### src/design/pmss_pkg.sv
`timescale 1ns / 1ps
package pmss_pkg;

    localparam logic REQ_UPDATE = 1'b0;
    localparam logic REQ_PICK   = 1'b1;

    localparam logic [15:0] DEFAULT_PERIOD_RST = 16'd10;

    // elapsed sends fit 33 bits, times a 16 bit period
    localparam int NUM_W  = 33;
    localparam int PROD_W = NUM_W + 16;

    typedef enum logic [2:0] {
        STAT_UPDATED = 3'd0,
        STAT_ADDED   = 3'd1,
        STAT_FULL    = 3'd2,
        STAT_BANNED  = 3'd3,
        STAT_PICKED  = 3'd4,
        STAT_NONE    = 3'd5
    } stat_t;

    typedef struct packed {
        logic        req_type;
        logic [23:0] msg_id;
        logic [7:0]  sys_id;
        logic [7:0]  comp_id;
        logic [15:0] stream_period;
        logic        is_banned;
        logic [15:0] payload_handle;
    } req_t;

    typedef struct packed {
        stat_t       status;
        logic [4:0]  slot;
        logic [23:0] out_msg_id;
        logic [7:0]  out_sys_id;
        logic [7:0]  out_comp_id;
        logic [15:0] out_handle;
        logic [31:0] send_index;
    } rsp_t;

    typedef struct packed {
        logic [23:0]        key_msg;
        logic [7:0]         key_sys;
        logic [7:0]         key_comp;
        logic [15:0]        period;
        logic signed [32:0] last_send;
        logic               fresh;
        logic [15:0]        handle;
    } entry_t;

    typedef struct packed {
        logic start;
        logic scan_step;
        logic fetch;
        logic commit;
    } cmd_t;

    typedef struct packed {
        logic count_zero;
        logic scan_last;
        logic pipe_busy;
    } sts_t;

    typedef enum logic [2:0] {
        S_IDLE,
        S_SCAN,
        S_DRAIN,
        S_FETCH,
        S_COMMIT
    } state_t;

endpackage

### src/design/pmss_ctrl.sv
`timescale 1ns / 1ps
module pmss_ctrl
    import pmss_pkg::*;
(
    input  logic aclk,
    input  logic aresetn,
    input  logic s_valid,
    output logic s_ready,
    output logic m_valid,
    input  logic m_ready,
    input  sts_t sts,
    output cmd_t cmd
);

    state_t state_reg;
    state_t state_next;
    logic   m_valid_reg;
    logic   m_valid_next;

    always_ff @(posedge aclk) begin
        if (!aresetn) begin
            state_reg   <= S_IDLE;
            m_valid_reg <= 1'b0;
        end else begin
            state_reg   <= state_next;
            m_valid_reg <= m_valid_next;
        end
    end

    always_comb begin
        state_next   = state_reg;
        cmd          = '0;
        s_ready      = 1'b0;
        m_valid_next = m_valid_reg && !m_ready;
        case (state_reg)
            S_IDLE: begin
                s_ready = 1'b1;
                if (s_valid) begin
                    cmd.start  = 1'b1;
                    state_next = sts.count_zero ? S_FETCH : S_SCAN;
                end
            end
            S_SCAN: begin
                cmd.scan_step = 1'b1;
                if (sts.scan_last) begin
                    state_next = S_DRAIN;
                end
            end
            S_DRAIN: begin
                if (!sts.pipe_busy) begin
                    state_next = S_FETCH;
                end
            end
            S_FETCH: begin
                cmd.fetch  = 1'b1;
                state_next = S_COMMIT;
            end
            S_COMMIT: begin
                // hold here while the previous result is still waiting
                if (!m_valid_reg || m_ready) begin
                    cmd.commit   = 1'b1;
                    m_valid_next = 1'b1;
                    state_next   = S_IDLE;
                end
            end
            default: begin
                state_next = S_IDLE;
            end
        endcase
    end

    assign m_valid = m_valid_reg;

    a_commit_after_drain: assert property (@(posedge aclk) disable iff (!aresetn)
        state_reg == S_COMMIT |-> !sts.pipe_busy)
        else $error("commit while scan pipeline still busy");

    a_one_at_a_time: assert property (@(posedge aclk) disable iff (!aresetn)
        s_valid && s_ready |=> !s_ready)
        else $error("new transaction taken while one is in progress");

endmodule

### config.mk
export PLATFORM = sky130hd
export DESIGN_NAME = pmss_ctrl
export DESIGN_NICKNAME = d
export VERILOG_FILES = /design/src/design/pmss_pkg.sv /design/src/design/pmss_ctrl.sv
export SDC_FILE = /design/constraint.sdc
export NUM_CORES = 1
export LEC_CHECK = 0
export BUFFER_PORTS_ARGS = -buffer_cell sky130_fd_sc_hd__buf_2
export CAP_MARGIN = 25
export CORE_AREA = 2 2 39 41
export CTS_CLUSTER_SIZE = 25
export DETAILED_ROUTE_END_ITERATION = 6
export DIE_AREA = 0 0 41 43
export HOLD_SLACK_MARGIN = 0.12
export MAX_ROUTING_LAYER = met4
export PLACE_DENSITY = 0.38
export SYNTH_ARGS = -nofsm -noshare
export SYNTH_HDL_FRONTEND = slang
export SYNTH_SLANG_ARGS = --single-unit
### constraint.sdc
create_clock -name aclk -period 1.45 [get_ports aclk]
set_input_delay 0.145 -clock aclk [delete_from_list [all_inputs] [get_ports aclk]]
set_output_delay 0.145 -clock aclk [all_outputs]
set_load 0.05 [all_outputs]
==> metrics, run 1 <==
clock latency of the later-clocked register in the worst-skew pair between 0.2 and 0.25 ns; cells resized by post-CTS repair 1; share of the clock period used by the worst path after layout between 90% and 100%; core occupancy in the finished layout ~28%; final-layout fill cell count roughly 160; type of destination of the critical path output port; Leak between 0.00015 and 0.0002 uW; wire length of the first global-routing pass 903 um; cell area after layout 384.1 um2; final routed wirelength across all metal layers 542 um; Arr. time, crit path 1.25 ns; routability congestion estimate 0.7031; pwr/cell area 1116 mW/mm2; number of nets with antenna violations after detailed routing 0; Port Buf Inserts 12; worst hold margin 0.1590 ns; vias 243; clock input transition at the sequential cells of the worst setup and hold paths ~0.040 ns; largest net degree at the start of global routing 8; mean cell area of the mapped netlist 10.17 um2; vias per cell 4.263; vertical die dimension 43 um; number of warning messages in the yosys log 0; setup skew after layout roughly 0.0044 ns; cell count after synthesis 23; maximum vdd ir drop 0.4689 mV; hold-fix buffer count after cts 0; setup TNS after final layout 0 ns; run status completed; Area growth syn-to-layout 64.17%; horizontal die dimension slightly above 40 um; Final Hold Fails 0; Relative slew margins between 80% and 90%; Die Outline Area 0.001763 mm2; Setup Crit Path Kind reg -> out; instance area at placement around 360 um2; Max Fanout on Critical Path 3; WL per Instance 9.509 um; classification of the worst-slack hold path in -> reg; CTS Root Buffer Type sky130_fd_sc_hd__clkbuf_4; Final Setup Violations 0; Critical Path Source Type register; vias in the first global route between 200 and 250; number of nets in the synthesized netlist 30; layout cell share with drive strength beyond 1 65.85%; max-slew violation total from the final report 0; initial core utilization between 15 and 20%; H-tree depth reported by CTS 1; drt pass-1 iters 1; # nets final 50; number of flip-flops in the largest register 3; part of the Yosys area used for sequential elements between 30% and 40%; Final Total Pwr 428.8 uW; area of the core region 0.001384 mm2; Required @ worst endpoint approximately 1.3 ns; initial antenna violation count 0; DRC viols 0; count of standard-cell rows 14; distinct cell type count of the synthesized netlist 17; number of buffers created by CTS 3; HPWL Detailed between 400 and 500 um; clock tree from TritonCTS built; total global routing track utilization approximately 8%; Max-Cap Viols 0; I/O pins 13; Least-Margin Pin Slew approximately 0.25 ns; time the worst path needs with I/O delays and setup 1.396 ns; synthesized flop and latch total 4; maximum clock insertion buffer count 2; setup bufs post-CTS 0; clk sink count 4; post-synthesis instance area 234.0 um2; setup repair after global routing missed its margin false; DRT iter0 DRCs 0; achievable frequency 716.2 MHz; number of antenna cells inserted 0; global-route congestion overflow total 0
[synth_stat cells (all sizes together)]
cell type,instances,area share (%)
and4bb,1,5.3
nand3b,1,3.2
o2bb2ai,1,6.4
nand2b,1,2.7
a21boi,1,4.8
inv,1,1.6
nor2b,3,8.0
a32o,1,4.3
o21ai,1,2.1
dfxtp,4,34
or3b,1,4.8
and2b,1,3.7
a21o,1,3.2
nor3,2,4.3
and2,1,2.7
and3b,1,4.3
o311a,1,4.3
[path summary, 6_finish.rpt]
check / depth (start not counted) / start / slack, ns / end
setup reg to reg: 3 / state_reg[2] / 0.43 / state_reg[1]
setup / recovery: 3 / state_reg[2] / 0.05 / cmd[0]
hold reg to reg: 2 / m_valid / 0.51 / state_reg[2]
hold / removal: 2 / sts[1] / 0.16 / state_reg[1]
[per-stage QoR]
| stage | cells | worst slack (ns) |
|---|---|---|
| finish | 57 | 0.05368 |
| global route | 57 | 0.01105 |
| CTS | 57 | 0.01993 |
| detailed placement | 54 | 0.2133 |
| global placement | 54 | 0.2348 |
| floorplan | 23 | -0.05869 |
[power by group]
| part | total [uW] | internal, uW | switching [uW] |
|---|---|---|---|
| Sequential | 125 | 120 | 4.92 |
| Combinational | 169 | 61.0 | 108 |
| Clock | 134 | 92.3 | 41.9 |
| Total | 429 | 274 | 155 |
[kinds of logic (layout without fill, tap and decap cells)]
| kind of cell | after synthesis | in the layout | share of synthesized area [%] |
|---|---|---|---|
| AOI/OAI and AO/OA | 6 | 6 | 25.13 |
| buffers and inverters | 1 | 19 | 1.603 |
| DFF | 4 | 4 | 34.23 |
| and+or+nand+nor | 12 | 12 | 39.04 |
[area by class of cell]
type | instances | area, um2 | area share [%]
repair buffers | 15 | 88.84 | 23.13
clock buffers | 3 | 22.52 | 5.863
inverters | 1 | 3.754 | 0.9772
flip-flops and latches | 4 | 80.08 | 20.85
well taps | 16 | 20.02 | 5.212
multi-input cells | 18 | 168.9 | 43.97
[placed cells by master, fill, tap and decap left out, drive strengths merged]
master	synthesis	layout
and2b	1	1
a21o	1	1
inv	1	1
o21ai	1	1
and3b	1	1
nor2b	3	3
a21boi	1	1
nand2b	1	1
o311a	1	1
nor3	2	2
nand3b	1	1
clkbuf	0	3
and4bb	1	1
and2	1	1
o2bb2ai	1	1
buf	0	15
or3b	1	1
a32o	1	1
dfxtp	4	4
[worst max-delay path, cell delays in order, from the launching register on]
cell and delay (ns):
sky130_fd_sc_hd__dfxtp_1 0.31, sky130_fd_sc_hd__or3b_4 0.40, sky130_fd_sc_hd__nor2b_2 0.14, sky130_fd_sc_hd__buf_6 0.16
[routing by layer]
layer  track usage, %  vias up  wire [um]  part of all wire [%]
met5                -        -          0                     0
met4            4.000        0          0                     0
met3            6.283        0         43                   7.9
met2            12.19        6        288                    53
met1            7.074      111        209                    39
li1                 -      126          -                     -
(Power assumes the default switching activity.)
==> inputs of run 2 (changes only) <==
--- a/config.mk
+++ b/config.mk
@@ -13,7 +13,7 @@
 export DIE_AREA = 0 0 41 43
 export HOLD_SLACK_MARGIN = 0.12
 export MAX_ROUTING_LAYER = met4
-export PLACE_DENSITY = 0.38
+export PLACE_DENSITY_LB_ADDON = 0.2
 export SYNTH_ARGS = -nofsm -noshare
 export SYNTH_HDL_FRONTEND = slang
 export SYNTH_SLANG_ARGS = --single-unit
==> metrics, run 2 (synthesis gave the netlist of run 1 again) <==
run status completed; instance area at placement 355.3 um2 (unchanged); Max stage delay cell, worst path sky130_fd_sc_hd__or3b_4; time the worst path needs with I/O delays and setup 1.389 ns (-0.007329 ns); Max Fanout on Critical Path 3 (unchanged); area of the core region 0.001384 mm2 (unchanged); buffering stage count on the worst path with inverters included 1 (unchanged); vertical die dimension 43 um (unchanged); layout cell share with drive strength beyond 1 65.85% (unchanged); I/O pins 13 (unchanged); pwr/cell area 1114 mW/mm2 (-0.24%); initial antenna violation count 0 (unchanged); number of antenna cells inserted 0 (unchanged); reg-to-reg critical path startpoint state_reg[1]; Required @ worst endpoint 1.31 ns (about the same); WL per Instance 10.09 um (+6.1%); leading cell type in the layout, fill and taps excluded sky130_fd_sc_hd__buf_2; clock input transition at the sequential cells of the worst setup and hold paths 0.03 ns (about the same); achievable frequency 719.9 MHz (+0.53%); horizontal die dimension 41 um (unchanged); routability congestion estimate 0.7113 (+1.2%); Final Setup Violations 0 (unchanged); cell area after layout 384.1 um2 (unchanged); number of nets with antenna violations after detailed routing 0 (unchanged); setup TNS after final layout 0 ns (unchanged); ordered cell list for the critical path or3b_4, nor2b_2, buf_6; Least-Margin Pin Slew 0.2482 ns (-0.002521 ns); hold-fix buffer count after cts 0 (unchanged); stage delay of the slowest cell on the critical path 0.42 ns (+0.02 ns); largest net degree at the start of global routing 8 (unchanged); type of destination of the critical path output port; count of standard-cell rows 14 (unchanged); top library cells by usage in the layout, fill and taps aside 11 x sky130_fd_sc_hd__buf_2, 4 x sky130_fd_sc_hd__dfxtp_1, 3 x sky130_fd_sc_hd__clkbuf_4, 3 x sky130_fd_sc_hd__buf_4, 2 x sky130_fd_sc_hd__nor2b_1; Area growth syn-to-layout 64.17% (unchanged); classification of the worst-slack hold path in -> reg; Max-Cap Viols 0 (unchanged); Setup Crit Path Kind reg -> out; DRT iter0 DRCs 3 (+3); final-layout fill cell count 153 (-2.5%); Critical Path Source Type register; Relative slew margins 83.57% (+0.17 points); Port Buf Inserts 12 (unchanged); share of the clock period used by the worst path after layout 95.79% (-0.51 points); number of buffers created by CTS 3 (unchanged); maximum clock insertion buffer count 2 (unchanged); DRC viols 0 (unchanged); Leak 0.0001810 uW (unchanged); final routed wirelength across all metal layers 575 um (+6.1%); vias in the first global route 234 (+0.43%); Hold Path Origin sts[1]; Final Total Pwr 427.8 uW (-0.24%); Final Hold Fails 0 (unchanged); global-route congestion overflow total 0 (unchanged); wire length of the first global-routing pass 993 um (+10%); # nets final 50 (unchanged); Die Outline Area 0.001763 mm2 (unchanged); CP top delay family simple AND/OR/NAND/NOR gates; H-tree depth reported by CTS 1 (unchanged); number of flip-flops in the largest register 3 (unchanged); clock tree from TritonCTS built; timing startpoint of the critical path state_reg[1]; drt pass-1 iters 2 (+1); clock latency of the later-clocked register in the worst-skew pair 0.23 ns (about the same); Arr. time, crit path 1.24 ns (about the same); CTS Root Buffer Type sky130_fd_sc_hd__clkbuf_4; setup bufs post-CTS 0 (unchanged); max-slew violation total from the final report 0 (unchanged); clk sink count 4 (unchanged); vias per cell 4.140 (-2.9%); total global routing track utilization 8.539% (+0.41 points); setup skew after layout 0.001076 ns (-0.003291 ns); initial core utilization 16.91% (unchanged); maximum vdd ir drop 0.4426 mV (-5.6%); cells resized by post-CTS repair 1 (unchanged); vias 236 (-2.9%); setup repair after global routing missed its margin false
run 2: worst paths after layout:
check | to | slack (ns) | cells past startpoint
setup reg to reg | state_reg[1] | 0.42 | 3
hold / removal | state_reg[1] | 0.16 | 2
setup / recovery | cmd[0] | 0.06 | 3
hold reg to reg | m_valid | 0.52 | 2
run 2: layer usage:
layer  track usage, %  wire length [um]  part of all wire (%)  up-vias
li1                 -                 -                     -      124
met1            10.29               269                    47      108
met2            11.25               276                    48        4
met3            6.283                29                   5.0        0
met4            2.000                 0                     0        0
met5                -                 0                     0        -
run 2: through the flow:
step | worst slack [ns] | std cells | util (%) | hold WS [ns]
6_report | 0.06101 | 57 | 27.76 | 0.1586
5_1_grt | 0.01471 | 57 | 27.76 | 0.1552
4_1_cts | 0.02783 | 57 | 27.49 | 0.1517
3_5_place_dp | 0.2197 | 54 | 25.68 | 0.3931
3_3_place_gp | 0.2387 | 54 | 25.68 | 0.4037
2_1_floorplan | -0.05869 | 23 | - | 0.2527
run 2: power by group:
part           total [uW]  internal (uW)  leakage, uW  switching, uW
Sequential            125            120    0.0000328           5.07
Clock                 132           92.2    0.0000138           39.8
Combinational         170           61.0     0.000134            109
run 2: final cells by class:
class	instances	area, um2	area share [%]
timing repair buffer	15	88.84	23.13
clock buffer	3	22.52	5.863
inverter	1	3.754	0.9772
sequential	4	80.08	20.85
tap	16	20.02	5.212
multi-input combinational	18	168.9	43.97
